### src/sv/bsc_pkg.sv
// ----------------------------------------------------------------------------
// bsc_pkg
// Shared widths, codes and controller/datapath types for the banker's
// algorithm safety checker.
// ----------------------------------------------------------------------------
package bsc_pkg;

  // Default sizing of the stores
  localparam int unsigned DEF_PROCESSES   = 8;
  localparam int unsigned DEF_RESOURCES   = 4;
  localparam int unsigned DEF_VALUE_WIDTH = 16;

  // Fixed payload widths
  localparam int unsigned FUNC_W     = 2;
  localparam int unsigned PIDX_IN_W  = 3;
  localparam int unsigned RIDX_IN_W  = 2;
  localparam int unsigned VAL_IN_W   = 16;
  localparam int unsigned GP_W       = 3;

  // Configuration port
  localparam int unsigned PC_W       = 4;
  localparam int unsigned RC_W       = 3;
  localparam int unsigned CFG_DATA_W = 4;
  localparam int unsigned CFG_IDX_W  = 1;

  localparam logic [CFG_IDX_W-1:0] REG_PROCESS_COUNT  = 1'd0;
  localparam logic [CFG_IDX_W-1:0] REG_RESOURCE_COUNT = 1'd1;

  localparam logic [PC_W-1:0] PCOUNT_RST = 4'd8;
  localparam logic [RC_W-1:0] RCOUNT_RST = 3'd4;

  // Input function codes
  localparam logic [FUNC_W-1:0] FUNC_LOAD_PROC  = 2'd0;
  localparam logic [FUNC_W-1:0] FUNC_LOAD_AVAIL = 2'd1;
  localparam logic [FUNC_W-1:0] FUNC_RUN        = 2'd2;

  // Controller to datapath commands
  typedef struct packed {
    logic take;        // input ready
    logic init;        // clear flags, copy available into work
    logic new_pass;    // restart scan at process 0
    logic next_p;      // advance process pointer
    logic start_proc;  // reset resource pointer and fit flag
    logic rd;          // read need/held entry of current process/resource
    logic eval;        // compare need and build tentative work
    logic next_r;      // advance resource pointer
    logic grant;       // commit tentative work, mark process finished
    logic emit_grant;  // load a grant beat into the output register
    logic emit_fail;   // load the unsafe beat into the output register
  } cmd_t;

  // Datapath to controller status
  typedef struct packed {
    logic run_req;     // valid input beat asks for a run
    logic p_end;       // process pointer past the last process
    logic p_done;      // current process already finished
    logic r_last;      // current resource is the last one
    logic fits;        // all needs of the current process fit
    logic progress;    // this pass granted something
    logic all_granted; // every process granted
    logic out_free;    // output register can take a beat
  } sts_t;

endpackage

### src/sv/bsc_req_if.sv
// ----------------------------------------------------------------------------
// bsc_req_if
// Input channel: load and run requests with valid/ready handshake.
// ----------------------------------------------------------------------------
interface bsc_req_if import bsc_pkg::*; ();

  logic                 valid;
  logic                 ready;
  logic [FUNC_W-1:0]    func;
  logic [PIDX_IN_W-1:0] process_index;
  logic [RIDX_IN_W-1:0] resource_index;
  logic [VAL_IN_W-1:0]  max_value;
  logic [VAL_IN_W-1:0]  held_value;
  logic [VAL_IN_W-1:0]  avail_value;

  modport source (
    output valid, func, process_index, resource_index, max_value, held_value, avail_value,
    input  ready
  );

  modport sink (
    input  valid, func, process_index, resource_index, max_value, held_value, avail_value,
    output ready
  );

endinterface

### src/sv/bsc_rsp_if.sv
// ----------------------------------------------------------------------------
// bsc_rsp_if
// Output channel: safe-sequence beats with valid/ready handshake.
// ----------------------------------------------------------------------------
interface bsc_rsp_if import bsc_pkg::*; ();

  logic            valid;
  logic            ready;
  logic [GP_W-1:0] granted_process;
  logic            safe;
  logic            last;

  modport source (
    output valid, granted_process, safe, last,
    input  ready
  );

  modport sink (
    input  valid, granted_process, safe, last,
    output ready
  );

endinterface

### src/sv/bsc_ctrl.sv
// ----------------------------------------------------------------------------
// bsc_ctrl
// Sequencer of the safety check: walks processes pass after pass and
// resources within a process, and hands beats to the output register.
// ----------------------------------------------------------------------------
module bsc_ctrl import bsc_pkg::*; (
  input  logic clk_i,
  input  logic rst_ni,
  input  sts_t sts_i,
  output cmd_t cmd_o
);

  localparam logic [2:0] S_IDLE = 3'd0;
  localparam logic [2:0] S_INIT = 3'd1;
  localparam logic [2:0] S_SEL  = 3'd2;
  localparam logic [2:0] S_RD   = 3'd3;
  localparam logic [2:0] S_EV   = 3'd4;
  localparam logic [2:0] S_DEC  = 3'd5;
  localparam logic [2:0] S_EMIT = 3'd6;
  localparam logic [2:0] S_FAIL = 3'd7;

  logic [2:0] state_q, state_d;

  // Next state and commands
  always_comb begin
    state_d = state_q;
    cmd_o   = '0;
    unique case (state_q)
      S_IDLE: begin
        cmd_o.take = 1'b1;
        if (sts_i.run_req) begin
          state_d = S_INIT;
        end
      end
      S_INIT: begin
        cmd_o.init = 1'b1;
        state_d    = S_SEL;
      end
      S_SEL: begin
        priority if (sts_i.p_end) begin
          if (sts_i.progress) begin
            cmd_o.new_pass = 1'b1;
          end else begin
            state_d = S_FAIL;
          end
        end else if (sts_i.p_done) begin
          cmd_o.next_p = 1'b1;
        end else begin
          cmd_o.start_proc = 1'b1;
          state_d          = S_RD;
        end
      end
      S_RD: begin
        cmd_o.rd = 1'b1;
        state_d  = S_EV;
      end
      S_EV: begin
        cmd_o.eval = 1'b1;
        if (sts_i.r_last) begin
          state_d = S_DEC;
        end else begin
          cmd_o.next_r = 1'b1;
          state_d      = S_RD;
        end
      end
      S_DEC: begin
        if (sts_i.fits) begin
          cmd_o.grant = 1'b1;
          state_d     = S_EMIT;
        end else begin
          cmd_o.next_p = 1'b1;
          state_d      = S_SEL;
        end
      end
      S_EMIT: begin
        // hold until the output register frees up
        if (sts_i.out_free) begin
          cmd_o.emit_grant = 1'b1;
          if (sts_i.all_granted) begin
            state_d = S_IDLE;
          end else begin
            cmd_o.next_p = 1'b1;
            state_d      = S_SEL;
          end
        end
      end
      S_FAIL: begin
        if (sts_i.out_free) begin
          cmd_o.emit_fail = 1'b1;
          state_d         = S_IDLE;
        end
      end
    endcase
  end

  // State register
  always_ff @(posedge clk_i or negedge rst_ni) begin
    if (!rst_ni) begin
      state_q <= S_IDLE;
    end else begin
      state_q <= state_d;
    end
  end

endmodule

### src/sv/bsc_dp.sv
// ----------------------------------------------------------------------------
// bsc_dp
// Datapath: need/held memory, available and work vectors, finished flags,
// pointers, configuration registers and the output register.
// ----------------------------------------------------------------------------
module bsc_dp import bsc_pkg::*; #(
  parameter int unsigned PROCESSES   = DEF_PROCESSES,
  parameter int unsigned RESOURCES   = DEF_RESOURCES,
  parameter int unsigned VALUE_WIDTH = DEF_VALUE_WIDTH
) (
  input  logic                  clk_i,
  input  logic                  rst_ni,
  input  logic                  cfg_we_i,
  input  logic [CFG_IDX_W-1:0]  cfg_index_i,
  input  logic [CFG_DATA_W-1:0] cfg_data_i,
  bsc_req_if.sink               req,
  bsc_rsp_if.source             rsp,
  input  cmd_t                  cmd_i,
  output sts_t                  sts_o
);

  localparam int unsigned Depth = PROCESSES * RESOURCES;
  localparam int unsigned AddrW = (Depth > 1) ? $clog2(Depth) : 1;
  localparam int unsigned PidxW = (PROCESSES > 1) ? $clog2(PROCESSES) : 1;
  localparam int unsigned PcntW = $clog2(PROCESSES + 1);
  localparam int unsigned RidxW = (RESOURCES > 1) ? $clog2(RESOURCES) : 1;
  localparam int unsigned RcntW = $clog2(RESOURCES + 1);
  localparam int unsigned WorkW = VALUE_WIDTH + 4;

  // Configuration registers
  logic [PC_W-1:0] pcount_q;
  logic [RC_W-1:0] rcount_q;

  always_ff @(posedge clk_i or negedge rst_ni) begin
    if (!rst_ni) begin
      pcount_q <= PCOUNT_RST;
      rcount_q <= RCOUNT_RST;
    end else if (cfg_we_i) begin
      unique case (cfg_index_i)
        REG_PROCESS_COUNT:  pcount_q <= cfg_data_i[PC_W-1:0];
        REG_RESOURCE_COUNT: rcount_q <= cfg_data_i[RC_W-1:0];
        default: ;
      endcase
    end
  end

  // Saturate counts into the supported range
  logic [PcntW-1:0] np;
  logic [RcntW-1:0] nr;

  always_comb begin
    if (pcount_q == '0) begin
      np = PcntW'(1);
    end else if (32'(pcount_q) > PROCESSES) begin
      np = PcntW'(PROCESSES);
    end else begin
      np = PcntW'(pcount_q);
    end
    if (rcount_q == '0) begin
      nr = RcntW'(1);
    end else if (32'(rcount_q) > RESOURCES) begin
      nr = RcntW'(RESOURCES);
    end else begin
      nr = RcntW'(rcount_q);
    end
  end

  // Input decode
  logic                   accept;
  logic                   load_proc;
  logic                   load_avail;
  logic [AddrW-1:0]       wr_addr;
  logic [VALUE_WIDTH-1:0] mx_val;
  logic [VALUE_WIDTH-1:0] hd_val;
  logic [VALUE_WIDTH-1:0] need_val;

  assign req.ready  = cmd_i.take;
  assign accept     = req.valid & req.ready;
  assign load_proc  = accept && (req.func == FUNC_LOAD_PROC)
                      && (32'(req.process_index) < PROCESSES)
                      && (32'(req.resource_index) < RESOURCES);
  assign load_avail = accept && (req.func == FUNC_LOAD_AVAIL)
                      && (32'(req.resource_index) < RESOURCES);
  assign wr_addr    = AddrW'(32'(req.process_index) * RESOURCES + 32'(req.resource_index));
  assign mx_val     = VALUE_WIDTH'(req.max_value);
  assign hd_val     = VALUE_WIDTH'(req.held_value);
  assign need_val   = (mx_val > hd_val) ? (mx_val - hd_val) : '0;

  // Need/held memory: one write port for loads, one registered read port
  logic [2*VALUE_WIDTH-1:0] mem_q [Depth];
  logic [2*VALUE_WIDTH-1:0] rd_data_q;
  logic [AddrW-1:0]         rd_addr;

  logic [PcntW-1:0] p_q;
  logic [PidxW-1:0] p_idx;
  logic [RidxW-1:0] r_q;

  assign p_idx   = p_q[PidxW-1:0];
  assign rd_addr = AddrW'(32'(p_idx) * RESOURCES + 32'(r_q));

  always_ff @(posedge clk_i) begin
    if (load_proc) begin
      mem_q[wr_addr] <= {need_val, hd_val};
    end
  end

  always_ff @(posedge clk_i) begin
    if (cmd_i.rd) begin
      rd_data_q <= mem_q[rd_addr];
    end
  end

  // Available vector
  logic [VALUE_WIDTH-1:0] avail_q [RESOURCES];

  always_ff @(posedge clk_i) begin
    if (load_avail) begin
      avail_q[RidxW'(req.resource_index)] <= VALUE_WIDTH'(req.avail_value);
    end
  end

  // Compare one resource and form its tentative work value
  logic [VALUE_WIDTH-1:0] rd_need;
  logic [VALUE_WIDTH-1:0] rd_held;
  logic [WorkW-1:0]       work_cur;
  logic [WorkW:0]         sum;
  logic [WorkW-1:0]       sum_sat;
  logic                   fit_now;

  logic [WorkW-1:0]     work_q [RESOURCES];
  logic [WorkW-1:0]     temp_q [RESOURCES];
  logic                 fits_q;
  logic                 progress_q;
  logic [PROCESSES-1:0] finished_q;
  logic [PcntW-1:0]     granted_q;

  assign rd_need  = rd_data_q[2*VALUE_WIDTH-1:VALUE_WIDTH];
  assign rd_held  = rd_data_q[VALUE_WIDTH-1:0];
  assign work_cur = work_q[r_q];
  assign fit_now  = WorkW'(rd_need) <= work_cur;
  assign sum      = (WorkW+1)'(work_cur) + (WorkW+1)'(rd_held);
  assign sum_sat  = sum[WorkW] ? '1 : sum[WorkW-1:0];

  // Tentative work values
  always_ff @(posedge clk_i) begin
    if (cmd_i.eval) begin
      temp_q[r_q] <= sum_sat;
    end
  end

  // Scan state
  always_ff @(posedge clk_i or negedge rst_ni) begin
    if (!rst_ni) begin
      p_q        <= '0;
      r_q        <= '0;
      fits_q     <= 1'b0;
      progress_q <= 1'b0;
      finished_q <= '0;
      granted_q  <= '0;
      for (int i = 0; i < RESOURCES; i++) begin
        work_q[i] <= '0;
      end
    end else begin
      if (cmd_i.init) begin
        p_q        <= '0;
        progress_q <= 1'b0;
        finished_q <= '0;
        granted_q  <= '0;
        for (int i = 0; i < RESOURCES; i++) begin
          work_q[i] <= WorkW'(avail_q[i]);
        end
      end
      if (cmd_i.new_pass) begin
        p_q        <= '0;
        progress_q <= 1'b0;
      end
      if (cmd_i.next_p) begin
        p_q <= p_q + PcntW'(1);
      end
      if (cmd_i.start_proc) begin
        r_q    <= '0;
        fits_q <= 1'b1;
      end
      if (cmd_i.eval) begin
        fits_q <= fits_q & fit_now;
      end
      if (cmd_i.next_r) begin
        r_q <= r_q + RidxW'(1);
      end
      // commit the granted process's held counts
      if (cmd_i.grant) begin
        for (int i = 0; i < RESOURCES; i++) begin
          if (i < int'(nr)) begin
            work_q[i] <= temp_q[i];
          end
        end
        finished_q[p_idx] <= 1'b1;
        granted_q         <= granted_q + PcntW'(1);
        progress_q        <= 1'b1;
      end
    end
  end

  // Output register
  logic            out_valid_q;
  logic [GP_W-1:0] gp_q;
  logic            safe_q;
  logic            last_q;
  logic            out_free;
  logic            all_granted;

  assign out_free    = !out_valid_q || rsp.ready;
  assign all_granted = (granted_q == np);

  always_ff @(posedge clk_i or negedge rst_ni) begin
    if (!rst_ni) begin
      out_valid_q <= 1'b0;
    end else if (cmd_i.emit_grant || cmd_i.emit_fail) begin
      out_valid_q <= 1'b1;
    end else if (rsp.ready) begin
      out_valid_q <= 1'b0;
    end
  end

  always_ff @(posedge clk_i) begin
    if (cmd_i.emit_grant) begin
      gp_q   <= GP_W'(p_idx);
      safe_q <= all_granted;
      last_q <= all_granted;
    end else if (cmd_i.emit_fail) begin
      gp_q   <= '0;
      safe_q <= 1'b0;
      last_q <= 1'b1;
    end
  end

  assign rsp.valid           = out_valid_q;
  assign rsp.granted_process = gp_q;
  assign rsp.safe            = safe_q;
  assign rsp.last            = last_q;

  // Status to the sequencer
  assign sts_o.run_req     = req.valid && (req.func == FUNC_RUN);
  assign sts_o.p_end       = (p_q == np);
  assign sts_o.p_done      = finished_q[p_idx];
  assign sts_o.r_last      = ((RcntW'(r_q) + RcntW'(1)) == nr);
  assign sts_o.fits        = fits_q;
  assign sts_o.progress    = progress_q;
  assign sts_o.all_granted = all_granted;
  assign sts_o.out_free    = out_free;

`ifndef SYNTHESIS
  // A beat is loaded only when the output register can take it
  a_emit_free: assert property (@(posedge clk_i) disable iff (!rst_ni)
    (cmd_i.emit_grant || cmd_i.emit_fail) |-> (!out_valid_q || rsp.ready))
    else $error("beat loaded into a full output register");

  // Finished flags and grant count move together
  a_count_flags: assert property (@(posedge clk_i) disable iff (!rst_ni)
    $countones(finished_q) == int'(granted_q))
    else $error("grant count disagrees with finished flags");

  // A process is granted at most once per run
  a_grant_once: assert property (@(posedge clk_i) disable iff (!rst_ni)
    cmd_i.grant |-> !finished_q[p_idx])
    else $error("finished process granted again");

  // Only a final beat may report safe
  a_safe_last: assert property (@(posedge clk_i) disable iff (!rst_ni)
    (out_valid_q && safe_q) |-> last_q)
    else $error("safe flag on a non-final beat");
`endif

endmodule

### src/sv/bankers_safety_check.sv
// ----------------------------------------------------------------------------
// bankers_safety_check
// Banker's algorithm safety check: loads need/held and available entries,
// then on a run emits the safe sequence or an unsafe final beat.
//
//   Channel  Dir  Handshake        Payload
//   req      in   valid/ready      func, process_index, resource_index,
//                                  max_value, held_value, avail_value
//   rsp      out  valid/ready      granted_process, safe, last
//   cfg      in   cfg_we_i only    cfg_index_i, cfg_data_i
//
// Load beats are accepted back to back while no run is in progress.
// A run opens with an init step; each pass visits every process and, for an
// unfinished one, does a read/compare pair per resource on the single read
// port of the need/held memory, then decides; a grant adds an emit step.
// Passes not finishing safe end with a check; unsafe runs add a fail step.
// req.ready is low from the run beat until its final beat sits in the output
// register; a stalled rsp holds the sequencer in its emit or fail step.
// No clearing pass after reset; stores hold garbage until loaded.
// ----------------------------------------------------------------------------
module bankers_safety_check import bsc_pkg::*; #(
  parameter int unsigned PROCESSES   = DEF_PROCESSES,
  parameter int unsigned RESOURCES   = DEF_RESOURCES,
  parameter int unsigned VALUE_WIDTH = DEF_VALUE_WIDTH
) (
  input  logic                  clk_i,
  input  logic                  rst_ni,
  input  logic                  cfg_we_i,
  input  logic [CFG_IDX_W-1:0]  cfg_index_i,
  input  logic [CFG_DATA_W-1:0] cfg_data_i,
  bsc_req_if.sink               req,
  bsc_rsp_if.source             rsp
);

  cmd_t cmd;
  sts_t sts;

  // Sequencer
  bsc_ctrl u_ctrl (
    .clk_i  (clk_i),
    .rst_ni (rst_ni),
    .sts_i  (sts),
    .cmd_o  (cmd)
  );

  // Stores, vectors and output register
  bsc_dp #(
    .PROCESSES   (PROCESSES),
    .RESOURCES   (RESOURCES),
    .VALUE_WIDTH (VALUE_WIDTH)
  ) u_dp (
    .clk_i       (clk_i),
    .rst_ni      (rst_ni),
    .cfg_we_i    (cfg_we_i),
    .cfg_index_i (cfg_index_i),
    .cfg_data_i  (cfg_data_i),
    .req         (req),
    .rsp         (rsp),
    .cmd_i       (cmd),
    .sts_o       (sts)
  );

endmodule

### src/flat_wrapper.sv
// flat-port wrapper written by rule: the top's interface ports become plain ports
module bankers_safety_check_flat import bsc_pkg::*;
#(
  parameter int unsigned PROCESSES   = DEF_PROCESSES,
  parameter int unsigned RESOURCES   = DEF_RESOURCES,
  parameter int unsigned VALUE_WIDTH = DEF_VALUE_WIDTH
)
  (clk_i, rst_ni, cfg_we_i, cfg_index_i, cfg_data_i, req_valid, req_func, req_process_index, req_resource_index, req_max_value, req_held_value, req_avail_value, req_ready, rsp_valid, rsp_granted_process, rsp_safe, rsp_last, rsp_ready);
  bsc_req_if req_i ();
  bsc_rsp_if rsp_i ();
  input  logic clk_i;
  input  logic rst_ni;
  input  logic cfg_we_i;
  input  logic [CFG_IDX_W-1:0] cfg_index_i;
  input  logic [CFG_DATA_W-1:0] cfg_data_i;
  input wire logic [$bits(req_i.valid)-1:0] req_valid;
  input wire logic [$bits(req_i.func)-1:0] req_func;
  input wire logic [$bits(req_i.process_index)-1:0] req_process_index;
  input wire logic [$bits(req_i.resource_index)-1:0] req_resource_index;
  input wire logic [$bits(req_i.max_value)-1:0] req_max_value;
  input wire logic [$bits(req_i.held_value)-1:0] req_held_value;
  input wire logic [$bits(req_i.avail_value)-1:0] req_avail_value;
  output wire logic [$bits(req_i.ready)-1:0] req_ready;
  output wire logic [$bits(rsp_i.valid)-1:0] rsp_valid;
  output wire logic [$bits(rsp_i.granted_process)-1:0] rsp_granted_process;
  output wire logic [$bits(rsp_i.safe)-1:0] rsp_safe;
  output wire logic [$bits(rsp_i.last)-1:0] rsp_last;
  input wire logic [$bits(rsp_i.ready)-1:0] rsp_ready;
  assign req_i.valid = req_valid;
  assign req_i.func = req_func;
  assign req_i.process_index = req_process_index;
  assign req_i.resource_index = req_resource_index;
  assign req_i.max_value = req_max_value;
  assign req_i.held_value = req_held_value;
  assign req_i.avail_value = req_avail_value;
  assign req_ready = req_i.ready;
  assign rsp_valid = rsp_i.valid;
  assign rsp_granted_process = rsp_i.granted_process;
  assign rsp_safe = rsp_i.safe;
  assign rsp_last = rsp_i.last;
  assign rsp_i.ready = rsp_ready;
  bankers_safety_check #(.PROCESSES(PROCESSES), .RESOURCES(RESOURCES), .VALUE_WIDTH(VALUE_WIDTH)) u_core (.clk_i(clk_i), .rst_ni(rst_ni), .cfg_we_i(cfg_we_i), .cfg_index_i(cfg_index_i), .cfg_data_i(cfg_data_i), .req(req_i), .rsp(rsp_i));
endmodule
### config.mk
export PLATFORM = sky130hd
export DESIGN_NAME = bankers_safety_check_flat
export DESIGN_NICKNAME = d
export VERILOG_FILES = /design/src/sv/bsc_pkg.sv /design/src/sv/bsc_req_if.sv /design/src/sv/bsc_rsp_if.sv /design/src/sv/bsc_ctrl.sv /design/src/sv/bsc_dp.sv /design/src/sv/bankers_safety_check.sv /design/src/flat_wrapper.sv
export SDC_FILE = /design/constraint.sdc
export NUM_CORES = 1
export LEC_CHECK = 0
export ABC_AREA = 1
export ABC_CLOCK_PERIOD_IN_PS = 10920
export BUFFER_PORTS_ARGS = -buffer_cell sky130_fd_sc_hd__buf_4
export CORE_ASPECT_RATIO = 2
export CORE_MARGIN = 2
export CORE_UTILIZATION = 30
export CTS_BUF_LIST = sky130_fd_sc_hd__clkbuf_8
export CTS_CLUSTER_DIAMETER = 40
export DETAILED_ROUTE_END_ITERATION = 10
export GPL_TIMING_DRIVEN = 0
export SLEW_MARGIN = 15
export SYNTH_ARGS = -nofsm -noshare
export SYNTH_HDL_FRONTEND = slang
export SYNTH_HIERARCHICAL = 1
export SYNTH_SLANG_ARGS = --single-unit
### constraint.sdc
create_clock -name clk_i -period 10.92 [get_ports clk_i]
set_clock_uncertainty 0.2 [all_clocks]
set_input_delay 1.092 -clock clk_i [delete_from_list [all_inputs] [get_ports clk_i]]
set_output_delay 1.092 -clock clk_i [all_outputs]
set_load 0.01 [all_outputs]
==> metrics.yaml, run 1 <==
run_status:
  status: "complete, no violations"
power:
  sequentialPowerShare: 0.378
  power_leakage_nw: 21.8
  p_switching_mw: 6.98
  p_per_area_nw_per_um2: 260
  p_int_mw: 9.49
  swShare: 0.424
  p_comb_frac: 0.400
  peakVddDrop_uv: 128
  power_frac_clock: 0.223
clock_tree:
  post_cts_resized: 0
  root_buffer: "clkbuf_8"
  cts_buffers: 176
  clock-sinks: 1316
  cts_tree: "done"
  clkTransAtPathRegs_ns: 0.07
  hold_buffers: 1
  cts_setup_buffers: 0
  ctsLongestPathBuffers: 4
  clk-insertion-delay-late_ns: 0.92
  cts.htree.levels: 4
floorplanning:
  coreArea_um2: 181000
  die_h_um: 607
  start_util: 0.301
  io_pins: 72
  die_w_um: 305
  rows: 221
  die_area_um2: 185000
logic_synthesis:
  synthFlopType: "edfxtp_1"
  ys_seq_elements: 1316
  synth_area_um2: 54500
  yosysUniqueCellTypes: 51
  syn_area_per_cell_um2: 12.1
  syn_nets: 4611
  synth.largest_area_cell: "edfxtp_1"
  synth_most_common_cell: "edfxtp_1"
  yosys_warnings: 6
  synth_edf_count: 1205
  seq_area_frac_synth: 0.716
  synthArstFlopShare: 0.0843
  synth_common_cells: "1205 x edfxtp_1, 950 x nor2_1, 482 x o21ai_0"
  netlist.area_leader.share: 0.664
  postSynthCellCount: 4490
  synth.area.top_cells: "edfxtp_1 66%, nor2_1 6.5%, dfrtp_1 5.0%"
sta:
  fin_setup_tns_ns: 0
  hold_slack_ns: 0.217
  slew_headroom: 0.115
  rsz0062_at_grt: "false"
  fin_crit_ns: 5.50
  slew_viol_final: 0
  post-route-period-util: 0.504
  worst_slew_pin_slew_ns: 1.33
  finalSetupViolCount: 0
  hold_viol_final: 0
  fmax_ghz: 0.182
flow_run:
  drv_cap: 0
setup_path:
  end_kind: "flop"
  start_kind: "flop"
  critPathKind: "flop to flop"
  path_max_fanout: 10
  cp.required_ns: 11.33
  r2r_cells: 14
  crit_arrival_ns: 5.91
min_path:
  hold_class: "input port to flop"
  min_path_cells: 1
global_routing:
  use_met3: 0.0495
  grt_pass1_vias: 39295
  grt_usage: 0.236
  globalRouteMet2Util: 0.423
  antenna_found_initial: 12
  grt.busiest_layer: "met2"
  grt_max_degree: 66
  overflow: 0
  grt_pass1_wl_um: 302000
  met1_usage: 0.224
drt:
  drc_errors: 0
  drt-total-wl_um: 222000
  firstDrtPassIters: 6
  drtIter0Drc: 4759
  num_vias: 39784
  avgViaCountPerCell: 5.45
  ant_nets: 0
  wl_per_cell_um: 30.5
placement:
  gp_congestion: 0.951
  hpwl_um: 157000
  port_buffers: 70
final_layout:
  drive_gt1_frac: 0.117
  synthToLayoutAreaGrowth_pct: 16.3
  fin_nets: 4936
## area by class of cell
cell class | instances | area, um2
inverters | 184 | 706
clock inverters | 126 | 810
fillers | 17590 | 118000
multi-input cells | 2720 | 13800
flip-flops and latches | 1316 | 39000
clock buffers | 182 | 2500
repair buffers | 147 | 2200
plain buffers | 270 | 1400
diodes | 9 | 22.5
well taps | 2341 | 2930
## power groups by stage
stage / Combinational (mW) / Clock [mW] / Sequential (mW)
final: 6.58 / 3.67 / 6.22
after global routing: 6.92 / 3.87 / 6.24
after CTS: 6.32 / 3.70 / 6.22
after detailed placement: 6.29 / 0 / 6.32
after global placement: 6.19 / 0 / 6.33
after floorplan: 3.47 / 0 / 6.26
## worst max-delay path, cell delays in order, from the launching register on
cell	delay, ns
dfrtp_1	0.39
buf_4	0.25
buf_2	0.54
buf_1	0.97
o21ai_0	0.22
o22ai_1	0.74
ha_1	0.39
fa_1	0.30
a21oi_1	0.18
nor2_1	0.15
nor2_1	0.10
nor2_1	0.13
nor2_2	0.06
buf_6	0.15
nand3_1	0.40
## per-stage QoR
step	worst slack (ns)	utilization	std cells	total power, mW	area (um2)
after global routing	5.49	0.350	7289	17.0	63300
after CTS	5.70	0.350	7286	16.2	63300
final	5.42	0.350	7295	16.5	63300
after global placement	3.76	0.320	6901	12.5	57900
after detailed placement	5.71	0.332	6977	12.6	60000
after floorplan	6.89	-	4490	9.73	54500
## metal layers
layer / part of all wire / routed length [um]
met4: 0.11 / 25300
met5: 0.00031 / 69
met3: 0.085 / 18900
met2: 0.51 / 113000
met1: 0.29 / 65300
## layout by cell type (no fill, tap or decap), drive strengths merged, types with 15 or more instances in the layout
cell and n:
nand2 430, o21ai 591, buf 267, inv 239, ha 54, nand3 184, edfxtp 1205, dfrtp 109
nand4 41, o211ai 273, a21oi 59, clkinv 57, clkbuf 331, a32oi 15, nor2 957, a31oi 49
## flip-flops by register name, summed over array words and instances (netlist names), 4 cells and up
register / count
u_core/u_dp/work_q: 80
u_core/u_dp/mem_q: 1024
u_core/u_dp/temp_q: 80
u_core/u_dp/finished_q: 8
u_core/u_dp/pcount_q: 4
u_core/u_dp/granted_q: 4
u_core/u_dp/avail_q: 64
u_core/u_dp/p_q: 4
u_core/u_dp/rd_data_q: 32
## path summary, 6_finish.rpt
kind | startpoint | to | slack (ns)
min reg2reg | u_core/u_dp/temp_q[0][18] | u_core/u_dp/work_q[78] | 0.25
max reg2reg | u_core/u_dp/r_q[1] | u_core/u_dp/temp_q[1][19] | 5.42
max in group asynchronous | rst_ni | u_core/u_dp/work_q[33] | 9.19
min | req_avail_value[7] | u_core/u_dp/avail_q[0][7] | 0.22
max | u_core/u_dp/r_q[1] | u_core/u_dp/temp_q[1][19] | 5.42
min in group asynchronous | rst_ni | u_core/u_dp/finished_q[6] | 0.53
## logic make-up (layout without fill, tap and decap cells)
logic type / after synthesis / count (layout) / share of synthesized area
and+or+nand+nor: 1634 / 1634 / 0.120
DFF: 1316 / 1316 / 0.716
AOI/OAI and AO/OA: 1008 / 1008 / 0.109
buffers and inverters: 454 / 909 / 0.0382
adders and majority gates: 56 / 56 / 0.0131
xor gates and xnor gates: 22 / 22 / 0.00354
other: 0 / 9 / 0
No activity file was read; power rests on OpenSTA's default activity.
==> inputs of run 2 (changes only) <==
- ABC_AREA: 1 -> 0
- ABC_CLOCK_PERIOD_IN_PS: 10920 -> 4800
- clock period: 10.92 -> 4.8 ns (I/O delays scaled with it)
==> metrics.yaml, run 2 <==
power:
  power_leakage_nw: 20.0
  peakVddDrop_uv: 255
  p_per_area_nw_per_um2: 492
logic_synthesis:
  synthArstFlopShare: 0.0843
  syn_nets: 2751
  synth_most_common_cell: "edfxtp_1"
  postSynthCellCount: 2630
  seq_area_frac_synth: 0.741
  syn_area_per_cell_um2: 20.0
  yosys_warnings: 6
  synth.largest_area_cell: "edfxtp_1"
  netlist.area_leader.share: 0.689
  ys_seq_elements: 1316
  synth_common_cells: "1205 x edfxtp_1, 314 x mux4_2, 123 x mux2i_1"
  synth_edf_count: 1205
  synth_area_um2: 52600
  synth.area.top_cells: "edfxtp_1 69%, mux4_2 13%, dfrtp_1 5.2%"
  synthFlopType: "edfxtp_1"
  yosysUniqueCellTypes: 70
min_path:
  hold_class: "input port to flop"
  min_path_cells: 6
sta:
  finalSetupViolCount: 0
  fmax_ghz: 0.208
  rsz0062_at_grt: "false"
  post-route-period-util: 1.00
  slew_viol_final: 0
  hold_viol_final: 0
  slew_headroom: 0.151
  fin_setup_tns_ns: 0
  worst_slew_pin_slew_ns: 1.27
  hold_slack_ns: 0.0660
  fin_crit_ns: 4.80
floorplanning:
  die_w_um: 300
  start_util: 0.301
  io_pins: 72
  die_area_um2: 179000
  die_h_um: 596
  rows: 217
  coreArea_um2: 174000
setup_path:
  path_max_fanout: 19
  cp_slowest_stage_delay_ns: 0.48
  startpoint: "u_core/u_dp/r_q[1]"
  end_kind: "flop"
  path_cells: "buf_2, buf_6, buf_12, buf_4, mux4_2, ha_1, fa_1, a211oi_2, nor2_1, o21ai_1, nand2_1, a31o_2, nand2b_4, buf_4, nand2_1"
  reg2reg_from: "u_core/u_dp/r_q[1]"
  r2r_cells: 15
  cp.required_ns: 5.18
  crit_arrival_ns: 5.18
  critPathTopFamily: "buffers and inverters"
  rr_endpoint: "u_core/u_dp/temp_q[2][13]"
  endpoint: "u_core/u_dp/temp_q[2][13]"
  start_kind: "flop"
  slowest_stage: "fa_1"
  critPathKind: "flop to flop"
  path_depth: 15
  path_buf_inv: 5
  rrSetupSlack_ns: 0.0007
drt:
  firstDrtPassIters: 7
  avgViaCountPerCell: 5.04
  wl_per_cell_um: 27.8
  drc_errors: 0
  drt-total-wl_um: 152000
  drtIter0Drc: 2590
  ant_nets: 0
  num_vias: 27597
final_layout:
  largest_register: "u_core/u_dp/mem_q"
  drive_gt1_frac: 0.272
  largest_reg_flops: 1024
  synthToLayoutAreaGrowth_pct: 18.4
  final_cell_mix: "1205 x edfxtp_1, 314 x mux4_2, 189 x clkbuf_8"
  fin_nets: 3137
  reg_top3: "u_core/u_dp/mem_q x1024, u_core/u_dp/temp_q x80, u_core/u_dp/work_q x80"
  fillers: 16257
  layout_commonest_cell: "edfxtp_1"
clock_tree:
  cts.htree.levels: 4
  clock-sinks: 1316
  cts_tree: "done"
  clkTransAtPathRegs_ns: 0.07
  ctsLongestPathBuffers: 4
  clk-insertion-delay-late_ns: 0.85
  cts_buffers: 183
  root_buffer: "clkbuf_8"
run_status:
  status: "complete, no violations"
global_routing:
  grt_pass1_vias: 28973
  grt_usage: 0.169
  antenna_found_initial: 10
  overflow: 0
  grt_pass1_wl_um: 213000
  grt_max_degree: 70
flow_run:
  drv_cap: 0
placement:
  port_buffers: 69
  gp_congestion: 0.827
  hpwl_um: 107000
-- run 2: cell count changes after synthesis, moves of 45 or more --
| cell | change |
|---|---|
| nor2_1 | -850 |
| o21ai_0 | -409 |
| nand2_1 | -342 |
| mux4_2 | +314 |
| o211ai_1 | -272 |
| nand3_1 | -172 |
| inv_1 | -124 |
| mux2i_1 | +123 |
| o21ai_1 | -108 |
| clkbuf_1 | -87 |
| a31oi_1 | -45 |
-- run 2: worst min path at each step --
| stage | start | slack (ns) | to |
|---|---|---|---|
| 2_1_floorplan | rst_ni | -0.02 | u_core/u_ctrl/state_q[0] |
| 3_3_place_gp | u_core/u_dp/temp_q[3][14] | 0.23 | u_core/u_dp/work_q[14] |
| 3_5_place_dp | u_core/u_dp/temp_q[3][15] | 0.24 | u_core/u_dp/work_q[15] |
| 4_1_cts | req_valid | 0.006 | u_core/u_ctrl/state_q[0] |
| 5_1_grt | req_resource_index[1] | 0.08 | u_core/u_dp/avail_q[3][15] |
| 6_report | req_valid | 0.07 | u_core/u_ctrl/state_q[0] |
-- run 2: what timing repair did --
item / in CTS / in global routing
setup endpoints to repair: 81 / 8
gates resized for setup: 24 / 2
buffers inserted: 0 / 0
hold buffers: 48 / 0
hold endpoints to repair: 713 / 0
-- run 2: area by class of cell --
type	count	area (um2)	area share
inverter	55	206	0.00332
buffer	127	653	0.0105
tap	2299	2880	0.0462
antenna	23	57.6	0.000925
clock inverter	133	727	0.0117
clock buffer	189	2600	0.0418
multi-input combinational	1129	13200	0.212
sequential	1316	39000	0.626
timing repair buffer	204	2960	0.0476
-- run 2: where the power goes --
group,leakage (nW),switching [mW],internal (mW)
registers,12.3,0.305,13.7
clock network,1.90,4.18,3.99
logic,5.86,5.14,3.30
-- run 2: cell families after synthesis --
family | synth area share
mux | 0.164
flops | 0.741
xor+xnor | 0.00517
buf+inv | 0.0153
compound gates | 0.0295
fa+ha+maj | 0.0136
simple gates | 0.0310
-- run 2: routing by layer --
metal | routed length (um) | vias to the layer above | share of wire | track usage
met5 | 13 | - | 0.000085 | 0
met4 | 10200 | 2 | 0.067 | 0.104
met3 | 8540 | 373 | 0.056 | 0.0244
met2 | 83100 | 1115 | 0.55 | 0.317
met1 | 50200 | 14595 | 0.33 | 0.175
li1 | - | 11512 | - | -
-- run 2: through the flow --
step	cells	power (mW)	area [um2]	util	setup WS (ns)
6_report	5475	30.6	62200	0.357	0.000701
4_1_cts	5452	30.8	62200	0.357	0.0367
5_1_grt	5471	31.7	62200	0.357	0.0128
3_3_place_gp	4998	22.3	55900	0.321	-2.41
2_1_floorplan	2630	19.3	52600	-	0.174
3_5_place_dp	5085	22.5	58300	0.334	-2.12
-- run 2: tightest hold or removal path, delay by kind of cell --
kind,cells,cell delay [ns]
AO/OA/AOI/OAI,2,0.25
buffers and inverters,1,0.11
AND/OR/NAND/NOR,3,0.23
